===== src/rtl/epoch_to_bcd_time_macros.svh =====
// assertion macros for the epoch to bcd time converter
`ifndef EPOCH_TO_BCD_TIME_MACROS_SVH
`define EPOCH_TO_BCD_TIME_MACROS_SVH

// same-cycle implication, sampled on clk, off during reset
`define ETB_ASSERT_IMP(lbl, ante, cons) \
	lbl: assert property (@(posedge clk) disable iff (!arst_n) (ante) |-> (cons)) \
		else $error("etb: same-cycle check failed");

// next-cycle implication, sampled on clk, off during reset
`define ETB_ASSERT_NXT(lbl, ante, cons) \
	lbl: assert property (@(posedge clk) disable iff (!arst_n) (ante) |=> (cons)) \
		else $error("etb: next-cycle check failed");

`endif


===== src/rtl/etb_pkg.sv =====
// shared widths, calendar constants and helper functions for the epoch converter
package etb_pkg;

	// field widths
	localparam int SECS_W      = 32;
	localparam int SEC_BCD_W   = 7;
	localparam int MIN_BCD_W   = 7;
	localparam int HOUR_BCD_W  = 6;
	localparam int WDAY_W      = 3;
	localparam int DAY_BCD_W   = 6;
	localparam int MON_BCD_W   = 5;
	localparam int YEAR_BCD_W  = 8;

	// seconds count at 2000-01-01 00:00:00
	localparam logic signed [SECS_W-1:0] EPOCH_2000 = 32'sd946684800;

	localparam logic [30:0] SECS_PER_DAY  = 31'd86400;
	localparam logic [13:0] DAYS_PER_QUAD = 14'd1461;
	localparam logic [13:0] DAYS_PER_WEEK = 14'd7;
	// saturday offset for days counted from 2000-01-01
	localparam logic [13:0] WDAY_OFFSET   = 14'd6;
	localparam logic [16:0] SECS_PER_MIN  = 17'd60;
	localparam logic [10:0] MINS_PER_HOUR = 11'd60;

	// year starts inside a leap-first four-year block
	localparam logic [10:0] YEAR1_START = 11'd366;
	localparam logic [10:0] YEAR2_START = 11'd731;
	localparam logic [10:0] YEAR3_START = 11'd1096;

	// reciprocals: q = (x * RCP) >> SH, exact over the operand range used
	localparam logic [24:0] DAY_RCP  = 25'd25451659; // x / 675, x < 2^24
	localparam int          DAY_SH   = 34;
	localparam logic [14:0] QUAD_RCP = 15'd22967;    // x / 1461, x < 2^14
	localparam int          QUAD_SH  = 25;
	localparam logic [14:0] WEEK_RCP = 15'd18725;    // x / 7, x < 2^14
	localparam int          WEEK_SH  = 17;
	localparam logic [17:0] HOUR_RCP = 18'd149131;   // x / 3600, x < 2^17
	localparam int          HOUR_SH  = 29;
	localparam logic [17:0] MIN_RCP  = 18'd139811;   // x / 60, x < 2^17
	localparam int          MIN_SH   = 23;

	// first day of month (0-based day of year)
	function automatic logic [8:0] month_start(input logic [3:0] mon, input logic leap);
		logic [8:0] base;
		case (mon)
			4'd1:    base = 9'd0;
			4'd2:    base = 9'd31;
			4'd3:    base = 9'd59;
			4'd4:    base = 9'd90;
			4'd5:    base = 9'd120;
			4'd6:    base = 9'd151;
			4'd7:    base = 9'd181;
			4'd8:    base = 9'd212;
			4'd9:    base = 9'd243;
			4'd10:   base = 9'd273;
			4'd11:   base = 9'd304;
			4'd12:   base = 9'd334;
			default: base = 9'd0;
		endcase
		if (leap && (mon inside {[4'd3:4'd12]})) begin
			base = base + 9'd1;
		end
		return base;
	endfunction

	// two packed bcd digits of a value below 100
	function automatic logic [7:0] bcd8(input logic [6:0] v);
		logic [17:0] p;
		logic [3:0]  tens;
		logic [6:0]  ones;
		p    = 18'(v) * 18'd205;
		tens = p[14:11];
		ones = v - (7'(tens) * 7'd10);
		return {tens, ones[3:0]};
	endfunction

endpackage


===== src/rtl/etb_if.sv =====
// valid/ready channel interfaces for epoch seconds in and calendar items out
interface etb_in_if;
	import etb_pkg::*;

	logic                     valid;
	logic                     ready;
	logic signed [SECS_W-1:0] epoch_seconds;

	modport source (output valid, output epoch_seconds, input ready);
	modport sink   (input valid, input epoch_seconds, output ready);
endinterface

interface etb_out_if;
	import etb_pkg::*;

	logic                  valid;
	logic                  ready;
	logic                  valid_res;
	logic [SEC_BCD_W-1:0]  second_bcd;
	logic [MIN_BCD_W-1:0]  minute_bcd;
	logic [HOUR_BCD_W-1:0] hour_bcd;
	logic [WDAY_W-1:0]     weekday;
	logic [DAY_BCD_W-1:0]  day_bcd;
	logic [MON_BCD_W-1:0]  month_bcd;
	logic [YEAR_BCD_W-1:0] year_bcd;

	modport source (
		output valid, output valid_res, output second_bcd, output minute_bcd,
		output hour_bcd, output weekday, output day_bcd, output month_bcd,
		output year_bcd, input ready
	);
	modport sink (
		input valid, input valid_res, input second_bcd, input minute_bcd,
		input hour_bcd, input weekday, input day_bcd, input month_bcd,
		input year_bcd, output ready
	);
endinterface


===== src/rtl/epoch_to_bcd_time.sv =====
// epoch seconds to bcd time-of-day and calendar date converter, top level
//
// epoch (sink): one item carries a signed 32-bit seconds count since
//   1970-01-01 00:00:00; accepted when epoch.valid and epoch.ready are high.
// calendar (source): one item per accepted input, in order: bcd seconds,
//   minutes, hours, day, month, two-digit year and a 1..7 weekday (sunday=1).
//   valid_res is low, with every other field zero, when the date is outside
//   2000..2099.
// throughput: one item per cycle, sustained, as long as calendar.ready is high.
// latency: six register stages; an accepted item passes through all six before
//   its result shows on calendar. the depth is set by the chain of constant
//   divides (days, four-year block, hours and minutes, month), one multiply
//   deep per stage.
// stall: each stage holds its item while the next one is full and stalled,
//   so the block keeps taking items into empty stages while a result waits;
//   epoch.ready drops only once all six stages hold items.
// reset: arst_n clears every stage's valid bit; no item is in flight after it.
`include "epoch_to_bcd_time_macros.svh"

module epoch_to_bcd_time (
	input  logic       clk,
	input  logic       arst_n,
	etb_in_if.sink     epoch,
	etb_out_if.source  calendar
);
	import etb_pkg::*;

	// stage valid bits and per-stage ready chain
	logic vld_s1, vld_s2, vld_s3, vld_s4, vld_s5, vld_s6;
	logic rdy_s1, rdy_s2, rdy_s3, rdy_s4, rdy_s5, rdy_s6;

	assign rdy_s6 = !vld_s6 || calendar.ready;
	assign rdy_s5 = !vld_s5 || rdy_s6;
	assign rdy_s4 = !vld_s4 || rdy_s5;
	assign rdy_s3 = !vld_s3 || rdy_s4;
	assign rdy_s2 = !vld_s2 || rdy_s3;
	assign rdy_s1 = !vld_s1 || rdy_s2;

	assign epoch.ready = rdy_s1;

	always_ff @(posedge clk or negedge arst_n) begin
		if (!arst_n) begin
			vld_s1 <= 1'b0;
			vld_s2 <= 1'b0;
			vld_s3 <= 1'b0;
			vld_s4 <= 1'b0;
			vld_s5 <= 1'b0;
			vld_s6 <= 1'b0;
		end else begin
			if (rdy_s1) vld_s1 <= epoch.valid;
			if (rdy_s2) vld_s2 <= vld_s1;
			if (rdy_s3) vld_s3 <= vld_s2;
			if (rdy_s4) vld_s4 <= vld_s3;
			if (rdy_s5) vld_s5 <= vld_s4;
			if (rdy_s6) vld_s6 <= vld_s5;
		end
	end

	// stage 1: input register
	logic signed [SECS_W-1:0] sec_s1;

	always_ff @(posedge clk) begin
		if (rdy_s1 && epoch.valid) begin
			sec_s1 <= epoch.epoch_seconds;
		end
	end

	// stage a: rebase to 2000, whole days via 86400 = 128 * 675
	logic signed [SECS_W:0] diff_a;
	logic                   ok_a;
	logic [30:0]            s_a;
	logic [48:0]            prod_a;
	logic [13:0]            days_a;

	always_comb begin
		diff_a = (SECS_W+1)'(sec_s1) - (SECS_W+1)'(EPOCH_2000);
		// anything before 2000 is out of range; the top of the input range is in 2038
		ok_a   = !diff_a[SECS_W];
		s_a    = diff_a[30:0];
		prod_a = 49'(s_a[30:7]) * 49'(DAY_RCP);
		days_a = prod_a[DAY_SH+13:DAY_SH];
	end

	logic [30:0] s_s2;
	logic [13:0] days_s2;
	logic        ok_s2;

	always_ff @(posedge clk) begin
		if (rdy_s2 && vld_s1) begin
			s_s2    <= s_a;
			days_s2 <= days_a;
			ok_s2   <= ok_a;
		end
	end

	// stage b: seconds of day, four-year block index, week quotient
	logic [30:0] rem_b;
	logic [28:0] pq_b;
	logic [13:0] wy_b;
	logic [28:0] pw_b;

	always_comb begin
		rem_b = s_s2 - (31'(days_s2) * SECS_PER_DAY);
		pq_b  = 29'(days_s2) * 29'(QUAD_RCP);
		wy_b  = days_s2 + WDAY_OFFSET;
		pw_b  = 29'(wy_b) * 29'(WEEK_RCP);
	end

	logic [16:0] sod_s3;
	logic [13:0] days_s3;
	logic [3:0]  q4_s3;
	logic [13:0] wy_s3;
	logic [10:0] wq_s3;
	logic        ok_s3;

	always_ff @(posedge clk) begin
		if (rdy_s3 && vld_s2) begin
			sod_s3  <= rem_b[16:0];
			days_s3 <= days_s2;
			q4_s3   <= pq_b[QUAD_SH+3:QUAD_SH];
			wy_s3   <= wy_b;
			wq_s3   <= pw_b[WEEK_SH+10:WEEK_SH];
			ok_s3   <= ok_s2;
		end
	end

	// stage c: hours and total minutes of day, day within block, weekday
	logic [34:0] ph_c;
	logic [34:0] pm_c;
	logic [13:0] r4_c;
	logic [13:0] wr_c;
	logic [2:0]  wd_c;

	always_comb begin
		ph_c = 35'(sod_s3) * 35'(HOUR_RCP);
		pm_c = 35'(sod_s3) * 35'(MIN_RCP);
		r4_c = days_s3 - (14'(q4_s3) * DAYS_PER_QUAD);
		wr_c = wy_s3 - (14'(wq_s3) * DAYS_PER_WEEK);
		wd_c = wr_c[2:0] + 3'd1;
	end

	logic [16:0] sod_s4;
	logic [10:0] tm_s4;
	logic [4:0]  hh_s4;
	logic [10:0] r4_s4;
	logic [3:0]  q4_s4;
	logic [2:0]  wd_s4;
	logic        ok_s4;

	always_ff @(posedge clk) begin
		if (rdy_s4 && vld_s3) begin
			sod_s4 <= sod_s3;
			tm_s4  <= pm_c[MIN_SH+10:MIN_SH];
			hh_s4  <= ph_c[HOUR_SH+4:HOUR_SH];
			r4_s4  <= r4_c[10:0];
			q4_s4  <= q4_s3;
			wd_s4  <= wd_c;
			ok_s4  <= ok_s3;
		end
	end

	// stage d: seconds within minute and minutes within hour, year within block
	logic [16:0] ssr_d;
	logic [10:0] mir_d;
	logic [1:0]  yoff_d;
	logic [10:0] ybase_d;
	logic [10:0] doyr_d;
	logic [5:0]  year_d;

	always_comb begin
		ssr_d = sod_s4 - (17'(tm_s4) * SECS_PER_MIN);
		mir_d = tm_s4 - (11'(hh_s4) * MINS_PER_HOUR);
		// 2000..2099 keep the plain every-fourth-year leap rule
		if (r4_s4 < YEAR1_START) begin
			yoff_d  = 2'd0;
			ybase_d = 11'd0;
		end else if (r4_s4 < YEAR2_START) begin
			yoff_d  = 2'd1;
			ybase_d = YEAR1_START;
		end else if (r4_s4 < YEAR3_START) begin
			yoff_d  = 2'd2;
			ybase_d = YEAR2_START;
		end else begin
			yoff_d  = 2'd3;
			ybase_d = YEAR3_START;
		end
		doyr_d = r4_s4 - ybase_d;
		year_d = {q4_s4, 2'b00} + 6'(yoff_d);
	end

	logic [5:0] ss_s5;
	logic [5:0] mi_s5;
	logic [4:0] hh_s5;
	logic [8:0] doy_s5;
	logic       leap_s5;
	logic [5:0] year_s5;
	logic [2:0] wd_s5;
	logic       ok_s5;

	always_ff @(posedge clk) begin
		if (rdy_s5 && vld_s4) begin
			ss_s5   <= ssr_d[5:0];
			mi_s5   <= mir_d[5:0];
			hh_s5   <= hh_s4;
			doy_s5  <= doyr_d[8:0];
			leap_s5 <= (yoff_d == 2'd0);
			year_s5 <= year_d;
			wd_s5   <= wd_s4;
			ok_s5   <= ok_s4;
		end
	end

	// stage e: month and day of month, bcd packing, out-of-range gating
	logic [3:0] mon_e;
	logic [8:0] domr_e;
	logic [7:0] ss_bcd_e, mi_bcd_e, hh_bcd_e, day_bcd_e, mon_bcd_e, year_bcd_e;

	always_comb begin
		mon_e = 4'd1;
		for (int m = 2; m <= 12; m++) begin
			if (doy_s5 >= month_start(4'(m), leap_s5)) begin
				mon_e = 4'(m);
			end
		end
		domr_e     = doy_s5 - month_start(mon_e, leap_s5) + 9'd1;
		ss_bcd_e   = bcd8({1'b0, ss_s5});
		mi_bcd_e   = bcd8({1'b0, mi_s5});
		hh_bcd_e   = bcd8({2'b00, hh_s5});
		day_bcd_e  = bcd8({2'b00, domr_e[4:0]});
		mon_bcd_e  = bcd8({3'b000, mon_e});
		year_bcd_e = bcd8({1'b0, year_s5});
	end

	// stage 6: result register, drives the calendar channel
	logic                  ok_s6;
	logic [SEC_BCD_W-1:0]  sec_s6;
	logic [MIN_BCD_W-1:0]  min_s6;
	logic [HOUR_BCD_W-1:0] hour_s6;
	logic [WDAY_W-1:0]     wday_s6;
	logic [DAY_BCD_W-1:0]  day_s6;
	logic [MON_BCD_W-1:0]  mon_s6;
	logic [YEAR_BCD_W-1:0] year_s6;

	always_ff @(posedge clk) begin
		if (rdy_s6 && vld_s5) begin
			ok_s6 <= ok_s5;
			if (ok_s5) begin
				sec_s6  <= ss_bcd_e[SEC_BCD_W-1:0];
				min_s6  <= mi_bcd_e[MIN_BCD_W-1:0];
				hour_s6 <= hh_bcd_e[HOUR_BCD_W-1:0];
				wday_s6 <= wd_s5;
				day_s6  <= day_bcd_e[DAY_BCD_W-1:0];
				mon_s6  <= mon_bcd_e[MON_BCD_W-1:0];
				year_s6 <= year_bcd_e;
			end else begin
				sec_s6  <= '0;
				min_s6  <= '0;
				hour_s6 <= '0;
				wday_s6 <= '0;
				day_s6  <= '0;
				mon_s6  <= '0;
				year_s6 <= '0;
			end
		end
	end

	assign calendar.valid      = vld_s6;
	assign calendar.valid_res  = ok_s6;
	assign calendar.second_bcd = sec_s6;
	assign calendar.minute_bcd = min_s6;
	assign calendar.hour_bcd   = hour_s6;
	assign calendar.weekday    = wday_s6;
	assign calendar.day_bcd    = day_s6;
	assign calendar.month_bcd  = mon_s6;
	assign calendar.year_bcd   = year_s6;

	// summary terms for the checks below
	logic res_zero;
	logic res_set;
	logic pipe_full;

	assign res_zero  = ({sec_s6, min_s6, hour_s6, wday_s6, day_s6, mon_s6, year_s6} == '0);
	assign res_set   = (wday_s6 != '0) && (day_s6 != '0) && (mon_s6 != '0);
	assign pipe_full = vld_s1 && vld_s2 && vld_s3 && vld_s4 && vld_s5 && vld_s6;

	// out-of-range results carry all-zero fields
	`ETB_ASSERT_IMP(a_invalid_zero, calendar.valid && !calendar.valid_res, res_zero)
	// in-range results have a real weekday, day and month
	`ETB_ASSERT_IMP(a_valid_fields, calendar.valid && calendar.valid_res, res_set)
	// a full pipeline behind a stalled output takes no item
	`ETB_ASSERT_IMP(a_full_stall, pipe_full && !calendar.ready, !epoch.ready)
	// an accepted item lands in the first stage
	`ETB_ASSERT_NXT(a_accept_loads, epoch.valid && epoch.ready, vld_s1)

endmodule


===== src/flat_wrapper.sv =====
// flat-port wrapper written by rule: the top's interface ports become plain ports
module epoch_to_bcd_time_flat import etb_pkg::*;
  (clk, arst_n, epoch_valid, epoch_epoch_seconds, epoch_ready, calendar_valid, calendar_valid_res, calendar_second_bcd, calendar_minute_bcd, calendar_hour_bcd, calendar_weekday, calendar_day_bcd, calendar_month_bcd, calendar_year_bcd, calendar_ready);
  etb_in_if epoch_i ();
  etb_out_if calendar_i ();
  input  logic clk;
  input  logic arst_n;
  input wire logic [$bits(epoch_i.valid)-1:0] epoch_valid;
  input wire logic [$bits(epoch_i.epoch_seconds)-1:0] epoch_epoch_seconds;
  output wire logic [$bits(epoch_i.ready)-1:0] epoch_ready;
  output wire logic [$bits(calendar_i.valid)-1:0] calendar_valid;
  output wire logic [$bits(calendar_i.valid_res)-1:0] calendar_valid_res;
  output wire logic [$bits(calendar_i.second_bcd)-1:0] calendar_second_bcd;
  output wire logic [$bits(calendar_i.minute_bcd)-1:0] calendar_minute_bcd;
  output wire logic [$bits(calendar_i.hour_bcd)-1:0] calendar_hour_bcd;
  output wire logic [$bits(calendar_i.weekday)-1:0] calendar_weekday;
  output wire logic [$bits(calendar_i.day_bcd)-1:0] calendar_day_bcd;
  output wire logic [$bits(calendar_i.month_bcd)-1:0] calendar_month_bcd;
  output wire logic [$bits(calendar_i.year_bcd)-1:0] calendar_year_bcd;
  input wire logic [$bits(calendar_i.ready)-1:0] calendar_ready;
  assign epoch_i.valid = epoch_valid;
  assign epoch_i.epoch_seconds = epoch_epoch_seconds;
  assign epoch_ready = epoch_i.ready;
  assign calendar_valid = calendar_i.valid;
  assign calendar_valid_res = calendar_i.valid_res;
  assign calendar_second_bcd = calendar_i.second_bcd;
  assign calendar_minute_bcd = calendar_i.minute_bcd;
  assign calendar_hour_bcd = calendar_i.hour_bcd;
  assign calendar_weekday = calendar_i.weekday;
  assign calendar_day_bcd = calendar_i.day_bcd;
  assign calendar_month_bcd = calendar_i.month_bcd;
  assign calendar_year_bcd = calendar_i.year_bcd;
  assign calendar_i.ready = calendar_ready;
  epoch_to_bcd_time u_core (.clk(clk), .arst_n(arst_n), .epoch(epoch_i), .calendar(calendar_i));
endmodule

===== config.mk =====
export PLATFORM = sky130hd
export DESIGN_NAME = epoch_to_bcd_time_flat
export DESIGN_NICKNAME = d
export VERILOG_FILES = /design/src/rtl/etb_pkg.sv /design/src/rtl/etb_if.sv /design/src/rtl/epoch_to_bcd_time.sv /design/src/flat_wrapper.sv
export VERILOG_INCLUDE_DIRS = /design/src /design/src/rtl
export SDC_FILE = /design/constraint.sdc
export NUM_CORES = 2
export LEC_CHECK = 0
export BUFFER_PORTS_ARGS = -buffer_cell sky130_fd_sc_hd__buf_2
export CORE_AREA = 4 4 268 270
export DETAILED_ROUTE_END_ITERATION = 8
export DIE_AREA = 0 0 272 274
export PLACE_DENSITY = 0.74
export SLEW_MARGIN = 10
export SYNTH_ARGS = -nofsm -noshare
export SYNTH_HDL_FRONTEND = slang
export SYNTH_SLANG_ARGS = --single-unit

===== constraint.sdc =====
create_clock -name clk -period 25 [get_ports clk]
set_input_delay 7.5 -clock clk [delete_from_list [all_inputs] [get_ports clk]]
set_output_delay 7.5 -clock clk [all_outputs]
set_load 0.03 [all_outputs]

==> reports/summary.txt <==
First drt pass iteration count - 5
Post-synth net total - 4448
Antenna violations before repair - 1
Drt wl/cell - 16.3 um
Least-Margin Pin Slew - 1.12 ns
Syn Inst Count - 3092
Clock skew - 0.0113 ns
Top delay family on crit path - simple AND/OR/NAND/NOR gates
CP Data Required Time - 17.50 ns
Synth top area cells - ha_1 32%, fa_1 25%, edfxtp_1 19%, inv_1 8.4%, xnor2_1 2.7%
Congestion Overflow GR - 0
Core area - 69500 um^2
Worst Path Arrival - 8.85 ns
Inst Count DP - 4117
Post-DR vias/cell - 5.10
Worst-path clk slew - 0.06 ns
Dominant cell type by area after synthesis - ha_1
TritonCTS buffer count - 25
Worst path cell trace - buf_2 > nor2b_1 > nand3_1 > nor2_1 > nand3_1 > buf_2
Post-route DRC - 0
Clock tree buffer depth - 3
CTS hold repair buffers - 0
Sink Count - 223
Setup tns final - 0 ns
Number of flops mapped to enable cells by yosys - 217
ANT nets after route - 0
GR Util All Layers - 18.8%
Die X - 272 um
Worst skew pair latency - 0.56 ns
YS warnings - 0
Status - completed
Commonest register cell after synthesis - edfxtp_1
Die Ht - 274 um
Synthesized area - 34500 um^2
Die Area - 74500 um^2
Starting Density - 49.6%
Number of global-route vias before repair - 22700
Post-CTS sizing - 0
CP max FO - 7
Row cnt - 97
CTS tree - built
Drt first-iter violations - 1025
Largest net degree at the start of global routing - 43
Final min period - 16.35 ns
Slowest stage cell, crit path - nor2b_1
Hold Crit Class - flop to flop
Final GP Congestion - 0.911
Max-slew violation count - 0
CTS Root Cell - clkbuf_16
Via Count - 21200
Total I/O pin count - 81
Worst path bufs/invs - 2
Synth Area per Inst - 11.1 um^2
Post-Layout Cell Count - 4163
FMAX - 61.2 MHz
Crit-path max cell delay - 0.58 ns
Placement Cell Area - 36100 um^2
Top-count cell post-synth - ha_1
CP endpoint kind - output port
Synth cell types - 78
Synthesized flop and latch total - 223
RSZ-0062 raised after global routing - no
Top-area cell type share of the netlist area - 32.4%
Fin nets - 4560
Max Cap Violations - 0
Ant diodes - 0
Setup violations, final - 0
Sequential-to-total area share from yosys stat - 19.3%
Postcts setup bufs - 0
H-tree depth - 1
Global-route wire length before repair - 114000 um
Final core utilization - 53.1%
Slew margin rel. - 25.1%
HPWL Detailed - 58400 um
FFs w/ async S/R, synth - 2.69%
Hold Vio Cnt, Final - 0
Post-Route WL - 67700 um
Critical Path Start Type - input port
Top cells by count, synth - 892 x ha_1, 768 x inv_1, 428 x fa_1
Final period utilization - 65.4%
Layout area overhead - 7.22%
Share of cells above drive strength 1 - 5.27%
Fin area - 36900 um^2
IO buf count - 79
Setup Crit Path Kind - input port to output port
==> cells by family (layout without fill, tap and decap cells) <==
group,after synthesis,after routing,share of synthesized area [%]
AOI/OAI and AO/OA,299,299,5.86
xor gates and xnor gates,171,171,4.49
adders and majority gates,1320,1320,57.2
buffers and inverters,782,913,8.59
DFF,223,223,19.3
muxes,2,2,0.0617
other,1,1,0.0109
and+or+nand+nor,294,294,4.40
==> layer usage <==
layer / wire length (um) / up-vias / track usage (%)
met1: 30500 / 10300 / 25.5
met3: 3250 / 98 / 2.59
met4: 1670 / 0 / 4.00
li1: - / 10400 / -
met2: 32200 / 419 / 32.5
met5: 0 / - / 0
==> worst paths after layout <==
check / startpoint / slack [ns] / endpoint / cells after the start
min in group asynchronous: arst_n / 6.76 / u_core.calendar.valid / 1
worst max-delay path: calendar_ready / 8.65 / epoch_ready / 6
max in group asynchronous: arst_n / 18.10 / u_core.vld_s5 / 1
worst min register to register: u_core.q4_s4[2] / 0.42 / u_core.year_s5[4] / 0
worst min-delay path: u_core.q4_s4[2] / 0.42 / u_core.year_s5[4] / 0
worst max register to register: u_core.leap_s5 / 15.37 / u_core.calendar.day_bcd[3] / 39
==> state kept, by name, summed over array words and instances, names as in the netlist, 4 cells and up <==
signal                      cells
u_core.days_s2                 14
u_core.s_s2                    17
u_core.days_s3                 10
u_core.calendar.minute_bcd      7
u_core.calendar.hour_bcd        6
u_core.sod_s3                  17
u_core.tm_s4                    6
u_core.calendar.year_bcd        7
u_core.mi_s5                    6
u_core.sod_s4                   6
u_core.ss_s5                    6
u_core.q4_s4                    4
u_core.year_s5                  6
u_core.calendar.month_bcd       5
u_core.sec_s1                  32
u_core.hh_s5                    5
u_core.r4_s4                   11
u_core.calendar.second_bcd      7
u_core.doy_s5                   9
u_core.calendar.day_bcd         6
u_core.hh_s4                    5
u_core.q4_s3                    4
==> cell type report <==
cell class	instances	area, um^2
Fill cell	5969	32600
Sequential cell	223	6670
Multi-Input combinational cell	2087	24900
Clock buffer	27	633
Timing Repair Buffer	96	523
Tap cell	940	1180
Clock inverter	19	184
Inverter	771	2900
==> metrics by stage <==
stage	hold WS, ns	setup slack (ns)
2_1_floorplan	0.400	9.19
3_3_place_gp	0.402	8.64
3_5_place_dp	0.405	8.63
4_1_cts	0.420	8.63
5_1_grt	0.426	8.42
6_report	0.418	8.65
==> layout by cell type (no fill, tap or decap), types with 20 or more instances in the layout <==
cell and count:
a21oi_1 74, nor3_1 21, fa_1 428, nand2_1 58, nor2b_1 22, and2_1 20
clkbuf_16 25, edfxtp_1 217, xor2_1 59, o21ai_0 47, o21bai_1 20, inv_1 768
ha_1 892, nor2_1 76, o21a_1 20, xnor2_1 108, buf_2 79, a21o_1 41
Power is not shown: default switching activity piles up to over one toggle a cycle in this logic, so the estimate is an artifact.
